<file path="src/hdl/ohm_pkg.sv">
// Shared types, constants and codes for the open-addressing hash map unit.
`default_nettype none
package ohm_pkg;

    // Table geometry: the slot count is a power of two so that the probe index wraps freely.
    localparam int SLOT_W      = 5;
    localparam int SLOTS       = 2 ** SLOT_W;
    localparam int CNT_W       = SLOT_W + 1;
    // A new key may not take a free slot once this many slots are in use.
    localparam int USED_CAP    = (2 * SLOTS) / 3;
    localparam int PERTURB_SHIFT = 5;

    // Field widths fixed by the interface.
    localparam int WORD_W      = 32;
    localparam int MODE_W      = 2;
    localparam int STATUS_W    = 2;
    localparam int OUT_IDX_W   = 5;
    localparam int OUT_CNT_W   = 5;
    localparam int MARK_W      = 2;

    // Request modes.
    typedef enum logic [MODE_W-1:0] {
        MODE_GET = 2'd0,
        MODE_SET = 2'd1,
        MODE_DEL = 2'd2
    } t_mode;

    // Result status codes.
    typedef enum logic [STATUS_W-1:0] {
        STAT_OK   = 2'd0,
        STAT_MISS = 2'd1,
        STAT_FULL = 2'd2
    } t_status;

    // Slot marks.
    typedef enum logic [MARK_W-1:0] {
        MARK_FREE = 2'd0,
        MARK_LIVE = 2'd1,
        MARK_GONE = 2'd2
    } t_mark;

    // Sequencer states.
    typedef enum logic [2:0] {
        S_CLEAR,
        S_IDLE,
        S_FETCH,
        S_EVAL,
        S_COMMIT
    } t_state;

    // Input transfer payload.
    typedef struct packed {
        logic [MODE_W-1:0] mode;
        logic [WORD_W-1:0] key;
        logic [WORD_W-1:0] key_hash;
        logic [WORD_W-1:0] value;
    } t_req;

    // Output transfer payload.
    typedef struct packed {
        logic [STATUS_W-1:0]  status;
        logic [WORD_W-1:0]    value_out;
        logic [OUT_IDX_W-1:0] slot_index;
        logic [OUT_CNT_W-1:0] live_count;
    } t_rsp;

    // One slot of the table memory.
    typedef struct packed {
        logic [MARK_W-1:0] mark;
        logic [WORD_W-1:0] key;
        logic [WORD_W-1:0] item;
    } t_entry;

    localparam int ENTRY_W = $bits(t_entry);

endpackage
`default_nettype wire

</file>
<file path="src/hdl/ohm_ram.sv">
// Generic single-port-write, single-port-read RAM with registered read data.
`default_nettype none
module ohm_ram #(
    parameter int WIDTH = 8,
    parameter int DEPTH = 32
) (
    input  wire logic                     i_clk,
    input  wire logic                     i_we,
    input  wire logic [$clog2(DEPTH)-1:0] i_waddr,
    input  wire logic [WIDTH-1:0]         i_wdata,
    input  wire logic [$clog2(DEPTH)-1:0] i_raddr,
    output logic      [WIDTH-1:0]         o_rdata
);

    logic [WIDTH-1:0] r_mem [DEPTH];
    logic [WIDTH-1:0] r_rdata;

    // Write port and registered read port.
    always_ff @(posedge i_clk) begin
        if (i_we) begin
            r_mem[i_waddr] <= i_wdata;
        end
        r_rdata <= r_mem[i_raddr];
    end

    assign o_rdata = r_rdata;

endmodule
`default_nettype wire

</file>
<file path="src/hdl/open_addressing_hash_map_unit.sv">
// Top level of the open-addressing hash map: probe sequencer around one slot memory.
//
//   Channel | Direction | Handshake             | Payload
//   in      | input     | i_in_valid / o_in_stall | ohm_pkg::t_req (mode, key, key_hash, value)
//   out     | output    | o_out_valid / i_out_stall | ohm_pkg::t_rsp (status, value_out, ...)
//
// A request passes through a fetch step, one evaluation per slot probed (1 to 2 * SLOTS) and a commit step.
// The single read port of the slot memory and its registered read set one probe per cycle.
// After reset a clearing pass marks every slot free; no input meanwhile.
// The result sits in an output register, so the next request is taken while it waits.
// A request whose result register is still full holds in its commit step until it drains.
`default_nettype none
module open_addressing_hash_map_unit (
    input  wire logic          i_clk,
    input  wire logic          i_rst_n,
    input  wire logic          i_in_valid,
    output logic               o_in_stall,
    input  wire ohm_pkg::t_req i_in,
    output logic               o_out_valid,
    input  wire logic          i_out_stall,
    output ohm_pkg::t_rsp      o_out
);

    // Sequencer and counters.
    ohm_pkg::t_state                r_state, n_state;
    logic [ohm_pkg::SLOT_W-1:0]     r_clr, n_clr;
    logic [ohm_pkg::CNT_W-1:0]      r_cnt, n_cnt;
    logic [ohm_pkg::CNT_W-1:0]      r_live, n_live;
    logic [ohm_pkg::CNT_W-1:0]      r_used, n_used;
    logic                           r_out_valid, n_out_valid;

    // Request and probe payload.
    ohm_pkg::t_req                  r_req, n_req;
    logic [ohm_pkg::SLOT_W-1:0]     r_idx, n_idx;
    logic [ohm_pkg::WORD_W-1:0]     r_perturb, n_perturb;
    logic                           r_gone_seen, n_gone_seen;
    logic [ohm_pkg::SLOT_W-1:0]     r_gone_idx, n_gone_idx;
    logic                           r_found, n_found;
    logic                           r_have_cand, n_have_cand;
    logic                           r_cand_free, n_cand_free;
    logic [ohm_pkg::SLOT_W-1:0]     r_hit_idx, n_hit_idx;
    logic [ohm_pkg::WORD_W-1:0]     r_item, n_item;
    ohm_pkg::t_rsp                  r_out, n_out;

    // Memory port signals.
    logic                           w_we;
    logic [ohm_pkg::SLOT_W-1:0]     w_waddr;
    ohm_pkg::t_entry                w_wentry;
    logic [ohm_pkg::SLOT_W-1:0]     w_raddr;
    logic [ohm_pkg::ENTRY_W-1:0]    w_rdata;
    ohm_pkg::t_entry                w_rentry;

    // Probe step unit and decode of the slot just read.
    logic [ohm_pkg::SLOT_W-1:0]     w_next_idx;
    logic                           w_is_free;
    logic                           w_is_hit;
    logic                           w_is_gone;
    logic                           w_last;
    logic                           w_in_xfer;
    logic                           w_out_free;
    logic                           w_cap_hit;
    logic [ohm_pkg::WORD_W-1:0]     w_live_wide;
    logic [ohm_pkg::WORD_W-1:0]     w_slot_wide;

    // Slot memory: mark, key and item of every slot in one word.
    ohm_ram #(
        .WIDTH (ohm_pkg::ENTRY_W),
        .DEPTH (ohm_pkg::SLOTS)
    ) u_slots (
        .i_clk   (i_clk),
        .i_we    (w_we),
        .i_waddr (w_waddr),
        .i_wdata (w_wentry),
        .i_raddr (w_raddr),
        .o_rdata (w_rdata)
    );

    assign w_rentry = ohm_pkg::t_entry'(w_rdata);

    // Shared step unit: i = 5i + perturb + 1, wrapping at the slot count.
    assign w_next_idx = (r_idx << 2) + r_idx + r_perturb[ohm_pkg::SLOT_W-1:0]
                        + ohm_pkg::SLOT_W'(1);

    // Classify the slot whose data has just come out of the memory.
    assign w_is_free = (w_rentry.mark == ohm_pkg::MARK_FREE);
    assign w_is_hit  = (w_rentry.mark == ohm_pkg::MARK_LIVE) && (w_rentry.key == r_req.key);
    assign w_is_gone = !w_is_free && (w_rentry.mark != ohm_pkg::MARK_LIVE);
    assign w_last    = (r_cnt == '1);

    // While probing, the next slot is read during the evaluation of the current one.
    assign w_raddr = (r_state == ohm_pkg::S_EVAL) ? w_next_idx : r_idx;

    assign w_in_xfer  = i_in_valid && !o_in_stall;
    assign w_out_free = !r_out_valid || !i_out_stall;
    assign w_cap_hit  = (r_used >= ohm_pkg::CNT_W'(ohm_pkg::USED_CAP));

    // Handshake outputs.
    assign o_in_stall  = (r_state != ohm_pkg::S_IDLE);
    assign o_out_valid = r_out_valid;
    assign o_out       = r_out;

    // Next state, probe bookkeeping and commit of the result.
    always_comb begin
        n_state     = r_state;
        n_clr       = r_clr;
        n_cnt       = r_cnt;
        n_live      = r_live;
        n_used      = r_used;
        n_out_valid = r_out_valid;
        n_req       = r_req;
        n_idx       = r_idx;
        n_perturb   = r_perturb;
        n_gone_seen = r_gone_seen;
        n_gone_idx  = r_gone_idx;
        n_found     = r_found;
        n_have_cand = r_have_cand;
        n_cand_free = r_cand_free;
        n_hit_idx   = r_hit_idx;
        n_item      = r_item;
        n_out       = r_out;
        w_we        = 1'b0;
        w_waddr     = r_hit_idx;
        w_wentry    = '{mark: ohm_pkg::MARK_LIVE, key: r_req.key, item: r_req.value};
        w_live_wide = '0;
        w_slot_wide = '0;

        // A waiting result leaves once the far side takes it.
        if (r_out_valid && !i_out_stall) begin
            n_out_valid = 1'b0;
        end

        unique case (r_state)
            ohm_pkg::S_CLEAR: begin
                w_we     = 1'b1;
                w_waddr  = r_clr;
                w_wentry = '{mark: ohm_pkg::MARK_FREE, key: '0, item: '0};
                n_clr    = r_clr + ohm_pkg::SLOT_W'(1);
                if (r_clr == '1) begin
                    n_state = ohm_pkg::S_IDLE;
                end
            end

            ohm_pkg::S_IDLE: begin
                if (w_in_xfer) begin
                    n_req       = i_in;
                    n_idx       = i_in.key_hash[ohm_pkg::SLOT_W-1:0];
                    n_perturb   = i_in.key_hash;
                    n_cnt       = '0;
                    n_gone_seen = 1'b0;
                    n_gone_idx  = '0;
                    n_state     = ohm_pkg::S_FETCH;
                end
            end

            ohm_pkg::S_FETCH: begin
                n_state = ohm_pkg::S_EVAL;
            end

            ohm_pkg::S_EVAL: begin
                n_found     = 1'b0;
                n_have_cand = 1'b0;
                n_cand_free = 1'b0;
                n_hit_idx   = '0;
                n_item      = w_rentry.item;
                if (w_is_gone && !r_gone_seen) begin
                    n_gone_seen = 1'b1;
                    n_gone_idx  = r_idx;
                end
                priority if (w_is_free) begin
                    // A free slot ends the probe; an earlier deleted slot is preferred.
                    n_have_cand = 1'b1;
                    n_cand_free = !r_gone_seen;
                    n_hit_idx   = r_gone_seen ? r_gone_idx : r_idx;
                    n_state     = ohm_pkg::S_COMMIT;
                end else if (w_is_hit) begin
                    n_found   = 1'b1;
                    n_hit_idx = r_idx;
                    n_state   = ohm_pkg::S_COMMIT;
                end else if (w_last) begin
                    // Probe bound reached: only a deleted slot passed on the way can serve.
                    n_have_cand = n_gone_seen;
                    n_hit_idx   = n_gone_idx;
                    n_state     = ohm_pkg::S_COMMIT;
                end else begin
                    n_idx     = w_next_idx;
                    n_perturb = r_perturb >> ohm_pkg::PERTURB_SHIFT;
                    n_cnt     = r_cnt + ohm_pkg::CNT_W'(1);
                end
            end

            ohm_pkg::S_COMMIT: begin
                if (w_out_free) begin
                    n_out.status     = ohm_pkg::STAT_MISS;
                    n_out.value_out  = '0;
                    n_out.slot_index = '0;
                    w_slot_wide      = ohm_pkg::WORD_W'(r_hit_idx);
                    priority if (r_req.mode == ohm_pkg::MODE_SET) begin
                        if (r_found) begin
                            w_we             = 1'b1;
                            n_out.status     = ohm_pkg::STAT_OK;
                            n_out.slot_index = w_slot_wide[ohm_pkg::OUT_IDX_W-1:0];
                        end else if (!r_have_cand || (r_cand_free && w_cap_hit)) begin
                            n_out.status = ohm_pkg::STAT_FULL;
                        end else begin
                            w_we             = 1'b1;
                            n_live           = r_live + ohm_pkg::CNT_W'(1);
                            if (r_cand_free) begin
                                n_used = r_used + ohm_pkg::CNT_W'(1);
                            end
                            n_out.status     = ohm_pkg::STAT_OK;
                            n_out.slot_index = w_slot_wide[ohm_pkg::OUT_IDX_W-1:0];
                        end
                    end else if (r_req.mode == ohm_pkg::MODE_DEL) begin
                        if (r_found) begin
                            w_we     = 1'b1;
                            w_wentry = '{mark: ohm_pkg::MARK_GONE, key: r_req.key,
                                         item: r_item};
                            if (r_live != '0) begin
                                n_live = r_live - ohm_pkg::CNT_W'(1);
                            end
                            n_out.status     = ohm_pkg::STAT_OK;
                            n_out.slot_index = w_slot_wide[ohm_pkg::OUT_IDX_W-1:0];
                        end
                    end else begin
                        // Get, and the unused mode code, which behaves as a get.
                        if (r_found) begin
                            n_out.status     = ohm_pkg::STAT_OK;
                            n_out.value_out  = r_item;
                            n_out.slot_index = w_slot_wide[ohm_pkg::OUT_IDX_W-1:0];
                        end
                    end
                    w_live_wide      = ohm_pkg::WORD_W'(n_live);
                    n_out.live_count = w_live_wide[ohm_pkg::OUT_CNT_W-1:0];
                    n_out_valid      = 1'b1;
                    n_state          = ohm_pkg::S_IDLE;
                end
            end

            default: begin
                n_state = ohm_pkg::S_CLEAR;
            end
        endcase
    end

    // Control registers.
    always_ff @(posedge i_clk) begin
        if (!i_rst_n) begin
            r_state     <= ohm_pkg::S_CLEAR;
            r_clr       <= '0;
            r_cnt       <= '0;
            r_live      <= '0;
            r_used      <= '0;
            r_out_valid <= 1'b0;
        end else begin
            r_state     <= n_state;
            r_clr       <= n_clr;
            r_cnt       <= n_cnt;
            r_live      <= n_live;
            r_used      <= n_used;
            r_out_valid <= n_out_valid;
        end
    end

    // Payload registers.
    always_ff @(posedge i_clk) begin
        r_req       <= n_req;
        r_idx       <= n_idx;
        r_perturb   <= n_perturb;
        r_gone_seen <= n_gone_seen;
        r_gone_idx  <= n_gone_idx;
        r_found     <= n_found;
        r_have_cand <= n_have_cand;
        r_cand_free <= n_cand_free;
        r_hit_idx   <= n_hit_idx;
        r_item      <= n_item;
        r_out       <= n_out;
    end

`ifndef NO_ASSERTIONS
    // Live keys are a subset of the slots in use.
    a_live_le_used: assert property (@(posedge i_clk) disable iff (!i_rst_n)
        r_live <= r_used)
        else $error("live key count exceeds used slot count");

    // The load cap keeps the used-slot count at or below its limit.
    a_used_capped: assert property (@(posedge i_clk) disable iff (!i_rst_n)
        r_used <= ohm_pkg::CNT_W'(ohm_pkg::USED_CAP))
        else $error("used slot count passed the load cap");

    // The memory is written only by the clearing pass or a commit.
    a_write_owner: assert property (@(posedge i_clk) disable iff (!i_rst_n)
        w_we |-> (r_state == ohm_pkg::S_CLEAR || r_state == ohm_pkg::S_COMMIT))
        else $error("slot memory written outside clear or commit");

    // The probe bound ends the search.
    a_probe_bound: assert property (@(posedge i_clk) disable iff (!i_rst_n)
        (r_state == ohm_pkg::S_EVAL && w_last) |=> r_state == ohm_pkg::S_COMMIT)
        else $error("probe ran past its bound");

    // An accepted request starts its first memory read next.
    a_accept_fetch: assert property (@(posedge i_clk) disable iff (!i_rst_n)
        w_in_xfer |=> r_state == ohm_pkg::S_FETCH)
        else $error("accepted request did not start a probe");
`endif

endmodule
`default_nettype wire

</file>
<file path="config.mk">
export PLATFORM = sky130hd
export DESIGN_NAME = open_addressing_hash_map_unit
export DESIGN_NICKNAME = d
export VERILOG_FILES = /design/src/hdl/ohm_pkg.sv /design/src/hdl/ohm_ram.sv /design/src/hdl/open_addressing_hash_map_unit.sv
export SDC_FILE = /design/constraint.sdc
export NUM_CORES = 2
export LEC_CHECK = 0
export BUFFER_PORTS_ARGS = -buffer_cell sky130_fd_sc_hd__buf_2
export CAP_MARGIN = 20
export CORE_ASPECT_RATIO = 0.6
export CORE_MARGIN = 1.5
export CORE_UTILIZATION = 56
export CTS_CLUSTER_SIZE = 16
export DETAILED_ROUTE_END_ITERATION = 8
export PLACE_DENSITY = 0.82
export SYNTH_ARGS = -nofsm -noshare
export SYNTH_HDL_FRONTEND = slang
export SYNTH_SLANG_ARGS = --single-unit
</file>
<file path="constraint.sdc">
create_clock -name i_clk -period 5.8 [get_ports i_clk]
set_input_delay 1.16 -clock i_clk [delete_from_list [all_inputs] [get_ports i_clk]]
set_output_delay 1.16 -clock i_clk [all_outputs]
set_load 0.05 [all_outputs]
</file>
# Word level (Yosys, flattened, before mapping)
# Memories as Yosys holds them, arrays and structs flattened. A register that Yosys moved wholly into a read port is not among the register bits.
# Index checks and enable logic that the tools add are counted.
# totals
regBits	220
romBits	0
n_memories	1
latch_bits	0
elab_cells	156
in_bits	102
ram_bits	2112
out_inout_bits	46
# memory_table
memory	words	width	read_ports	rd_ports_with_merged_regs	wr	line	text
u_slots.r_mem	32	66	1	1	1	ohm_ram.sv:15	logic [WIDTH-1:0] r_mem [DEPTH];
# classes
addsub	8
order_cmp	1
multipliers	0
div	0
shifts	0
n_reduce_logical	29
n_mux	71
n_eq_ne	21
bitwise	2
# ops
op	n
66-bit 2-to-1 mux	4
66-bit one-hot mux with 2 select lines	1
32-bit 2-to-1 mux	4
5-bit 2-to-1 mux	17
32-bit one-hot mux with 2 select lines	1
6-bit 2-to-1 mux	10
38-bit 2-to-1 mux	1
32-bit == test	1
5-bit one-hot mux with 2 select lines	2
6-bit by 1-bit adder with 6-bit output (second input constant)	3
1-bit 2-to-1 mux	18
3-bit 2-to-1 mux	6
2-bit inequality test (second input constant)	8
3-bit one-hot mux with 5 select lines	1
6-bit one-hot mux with 2 select lines	1
5-bit by 1-bit adder with 5-bit output (second input constant)	2
5-bit adder	2
2-bit nonzero test	4
7-bit AND reduction	1
3-bit by 2-bit == test with 1-bit output (second input constant)	2
6-bit == test (second input constant)	1
6-bit by 5-bit greater-or-equal comparator with 1-bit output (second input constant)	1
1-bit logical AND	6
1-bit logical NOT	6
other kinds (21)	29

# Longest topological paths before layout
# logic_depth
word_depth	10
depth_mapped	17
mapped_depth_nobuf	13

# Hierarchy
# Synthesis repeated with hierarchy kept, for this count alone.
# unflattened
cells_unflattened	3982
area_unflattened_um2	91147.4
# by_module_without_submodules
module	seq_area_each_um2	n_inst	cells_each	area_per_inst_um2
ohm_ram	64742.1	1	3197	81451.9
open_addressing_hash_map_unit	6336.1	1	785	9695.5

# Worst setup path after synthesis
# No wires, ideal clock.
# synth_path
path_type	input -> register
start	in i_out_stall
end	mem u_slots.r_mem[19][0] in the netlist's numbering, enable pin
setup_time_ns	0.490
cell_stages	5
required_ns	5.310
path_buffers	0
t_arrival_ns	5.358
path_slack_ns	-0.048
cell_sequence	nand2_1 nand3_1 clkinv_1 a41oi_1 nor2_1
# synth_between
elab_chain_len	6
# synth_lines
item	line	text
start, declared	open_addressing_hash_map_unit.sv:20	input wire logic i_out_stall,
1-bit logical NOT	open_addressing_hash_map_unit.sv:94	assign w_out_free = !r_out_valid || !i_out_stall;
1-bit logical OR	open_addressing_hash_map_unit.sv:94	
1-bit 2-to-1 mux	open_addressing_hash_map_unit.sv:192	if (w_out_free) begin
1-bit one-hot mux with 2 select lines	open_addressing_hash_map_unit.sv:132	unique case (r_state)
1-bit 2-to-1 mux	ohm_ram.sv:20	if (i_we) begin
1-bit 2-to-1 mux (implied by the code)	ohm_ram.sv:21	r_mem[i_waddr] <= i_wdata;
end, declared	ohm_ram.sv:15	
# Every way passes these cells.

# Worst setup path after layout
# layout_path
start	reg r_idx[0] in the netlist's numbering
end	reg u_slots.r_rdata[15] (netlist: u_slots.o_rdata[15]) (read register of u_slots.r_mem)
# layout_between
elab_chain_len	4
# layout_lines
item	line	text
start, declared	open_addressing_hash_map_unit.sv:34	logic [ohm_pkg::SLOT_W-1:0] r_idx, n_idx;
start signal, assigned	open_addressing_hash_map_unit.sv:267	r_idx <= n_idx;
5-bit adder (2 in series)	open_addressing_hash_map_unit.sv:81	assign w_next_idx = (r_idx << 2) + r_idx + r_perturb[ohm_pkg::SLOT_W-1:0]
5-bit by 1-bit adder with 5-bit output	open_addressing_hash_map_unit.sv:82	+ ohm_pkg::SLOT_W'(1);
5-bit 2-to-1 mux *	open_addressing_hash_map_unit.sv:91	assign w_raddr = (r_state == ohm_pkg::S_EVAL) ? w_next_idx : r_idx;
end, declared	ohm_ram.sv:16	logic [WIDTH-1:0] r_rdata;
# Every way passes the cells marked *; elsewhere a longest branch is shown, timed or not.
# A chain may end at the register's enable or synchronous reset.

==> metrics.cfg <==
[routing]
viasPerCell = 6.69
wl_um = 270000
firstDrtPassIters = 7
num_vias = 61466
route.detailed.drc = 0
drt_iter0_drc = 11934
antenna_left = 0
wl_per_cell_um = 29.4

[sta]
rsz0062_at_grt = false
slew_violations = 0
finalSetupViolations = 0
hold_viol = 0
worstMarginPinSlew_ps = 1280
relSlewSlack_pct = 14.6
period_share_pct = 78.9
fin_crit_ps = 4570
max_freq_mhz = 219
skew_ps = 95.8

[clock_tree]
htree_levels = 4
cts_setup_buffers = 0
cts_made_buffers = 204
clk_pin_slew_ps = 70
clock_latency_ps = 870
cts-root-buf = clkbuf_16
clk_path_buf_depth = 4
cts_resized = 0
cts_tree = done
hold_buffers = 0
cts_sinks = 2398

[finish]
fin_nets = 6903
multiInputGateArea_um2 = 21200
regArea_um2 = 71100
drive_gt1_share_pct = 10.5
area_delta_synth_final_pct = 11.4
antennaDiodeCount = 0
fin_area_um2 = 105000
fill_cells = 11285

[synthesis]
synthFlopType = edfxtp_1
ys_types = 80
synthesis.nets = 6790
avgSynthCellArea_um2 = 14.1
synth.yosys.seq_area_share_pct = 75.5
synth_top_area_share_pct = 73.5
ys_ff_latch = 2398
syn_area_um2 = 94200
synth_warnings = 0
yosys.area.top_type = edfxtp_1
synth_area_leaders = edfxtp_1 73%, nand2_1 7.1%, nand3_1 3.3%, mux2i_1 2.3%, dfxtp_1 2.0%
synth_most_common_cell = edfxtp_1
synth_async_sr_flop_share_pct = 0
synth-edff-count = 2305
synthTopCellsByCount = 2,305 x edfxtp_1, 1,772 x nand2_1, 630 x nand3_1
syn_inst = 6671

[critical_path]
crit_path_cell_trace = inv_1 -> ha_1 -> inv_1 -> ha_1 -> inv_1 -> fa_1 -> and4bb_2 -> a21o_4 -> buf_4 -> nor2_1 -> a32o_1 -> a2111oi_1 -> a21oi_1
cp_data_arrival_time_ps = 5280
reg2reg_to = u_slots.o_rdata[15]$_DFF_P_
start_kind = register
r2r_start = r_idx[0]$_DFFE_PP_
criticalPathCategory = register to register
critPathMaxFanout = 33
end_kind = register
regToRegSetupSlack_ps = 1230
reg2regPathDepth = 13
path_buf_inv = 4
path_common_cell = inv_1
cp_slowest_cell = a2111oi_1
path_delay_family = compound AO/OA/AOI/OAI gates
critPathMaxStageDelay_ps = 680
worstPathRequired_ps = 6510

[power_and_ir_drop]
p_per_area_nw_per_um2 = 315
p_leak_uw = 0.0365
ir_drop_v = 0.000298
finalPower_uw = 33000

[job]
cap_violations = 0

[die]
core-area_um2 = 167000
dieArea_um2 = 171000
initial_core_util_pct = 56.4
rows = 116
io_pins = 148
die_h_um = 321
die_x_um = 532

[global_routing]
grt_max_degree = 121
grt_pass1_wl_um = 386000
antenna_found_initial = 7
gr-total-overflow = 0
grt_pass1_vias = 57971
grt.total_usage_pct = 30.7

[min_path]
whs_path_depth = 0
hold_path.class = register to register
worstHoldStart = u_slots.o_rdata[17]$_DFF_P_
min_to = r_item[17]$_DFFE_PP_

[placement]
port_buffers = 147
placed_cell_area_um2 = 98000
dp_hpwl_um = 142000
place.gp.congestion = 0.869

[status]
outcome = finished, final reports clean

## flip-flops by register name (all words and copies together) (netlist names)
name             count
r_hit_idx            5
r_clr                5
o_out               44
r_used               6
r_idx                5
r_found              1
r_state              3
r_req               66
u_slots.o_rdata     66
r_live               6
r_item              32
r_have_cand          1
r_cnt                6
r_gone_seen          1
o_out_valid          1
r_cand_free          1
u_slots.r_mem     2112
r_gone_idx           5
r_perturb           32
## where the power goes
part           switching, uW  total [uW]  internal (uW)
Clock                   6190       13700           7470
Sequential              49.6       18900          18900
Combinational            303         393           90.5
## layout by cell type (no fill, tap or decap), types with 9 or more instances in the layout
cell       Yosys  routed
o21ai_0       31      31
o2111ai_1     68      68
buf_4         36     109
a311oi_1      78      78
nand2_1     1772    1770
clkinv_2       0      33
buf_12         0      65
and3_1        91      91
bufinv_16      0      15
a32o_1        35      35
buf_16         0      12
o311a_1       33      33
clkbuf_8       0      20
ha_1          14      14
clkbuf_1     116      55
nand4b_1      33      33
clkinv_1       1      26
clkbuf_16      0     206
mux2_2        20      20
nor2_1        90      53
inv_1         41      40
nand4_1       16      16
o22ai_1       10      10
mux2i_1      218     218
nor2_4         2      39
a211oi_1      63      63
a21oi_1      126     124
mux4_2        12      12
dfxtp_1       93      93
nand3_1      630     630
and2_1        83      82
xnor2_1       40      40
o221ai_1      16      16
buf_2        227     147
a31oi_1      113     113
edfxtp_1    2305    2305
a32oi_1       21      21
nor3_1        14      14
nor2b_1        9       9
a22o_1        40      40
## layout make-up
type,instances,area share [%]
Clock inverter,88,0.813
Sequential cell,2398,67.7
Tap cell,2242,2.67
Clock buffer,281,5.37
Inverter,43,0.160
Timing Repair Buffer,337,3.09
Multi-Input combinational cell,3800,20.2
## metal layers
layer | routed length (um) | global-route usage [%] | share of wire, % | vias to the layer above
li1 | - | - | - | 25105
met1 | 96700 | 44.3 | 36 | 29688
met2 | 115000 | 43.7 | 43 | 5893
met3 | 48400 | 10.5 | 18 | 772
met4 | 9700 | 10.7 | 3.6 | 8
met5 | 86 | 0 | 0.032 | -
## cell families after synthesis
logic type | count (synthesis) | share of synthesized area [%]
AO/OA/AOI/OAI | 714 | 5.76
XOR/XNOR | 47 | 0.474
adder cells (fa/ha/maj) | 17 | 0.250
buffers and inverters | 473 | 2.45
flip-flops | 2398 | 75.5
multiplexers | 250 | 2.84
AND/OR/NAND/NOR | 2772 | 12.8
## worst max-delay path by stage
| stage | startpoint | endpoint | slack (ps) | cells past startpoint |
|---|---|---|---|---|
| after floorplan | i_out_stall | u_slots.r_mem[19][0]$_DFFE_PP_ | -50 | 5 |
| after global placement | r_idx[0]$_DFFE_PP_ | u_slots.o_rdata[15]$_DFF_P_ | 1380 | 13 |
| after detailed placement | r_idx[0]$_DFFE_PP_ | u_slots.o_rdata[15]$_DFF_P_ | 1290 | 13 |
| after CTS | r_idx[0]$_DFFE_PP_ | u_slots.o_rdata[21]$_DFF_P_ | 1220 | 15 |
| after global routing | r_idx[0]$_DFFE_PP_ | u_slots.o_rdata[15]$_DFF_P_ | 1020 | 13 |
| final | r_idx[0]$_DFFE_PP_ | u_slots.o_rdata[15]$_DFF_P_ | 1230 | 13 |
## stage by stage
stage | hold WS [ps] | cells | setup TNS [ps] | utilization [%] | worst slack, ps
finish | 403 | 9189 | 0 | 62.9 | 1230
global route | 403 | 9189 | 0 | 62.9 | 1020
CTS | 400 | 9171 | 0 | 62.6 | 1220
detailed placement | 390 | 8802 | 0 | 58.7 | 1290
global placement | 391 | 8802 | 0 | 58.7 | 1380
floorplan | 386 | 6671 | -25240 | - | -48.4
Power figures use the tool's default switching activity.
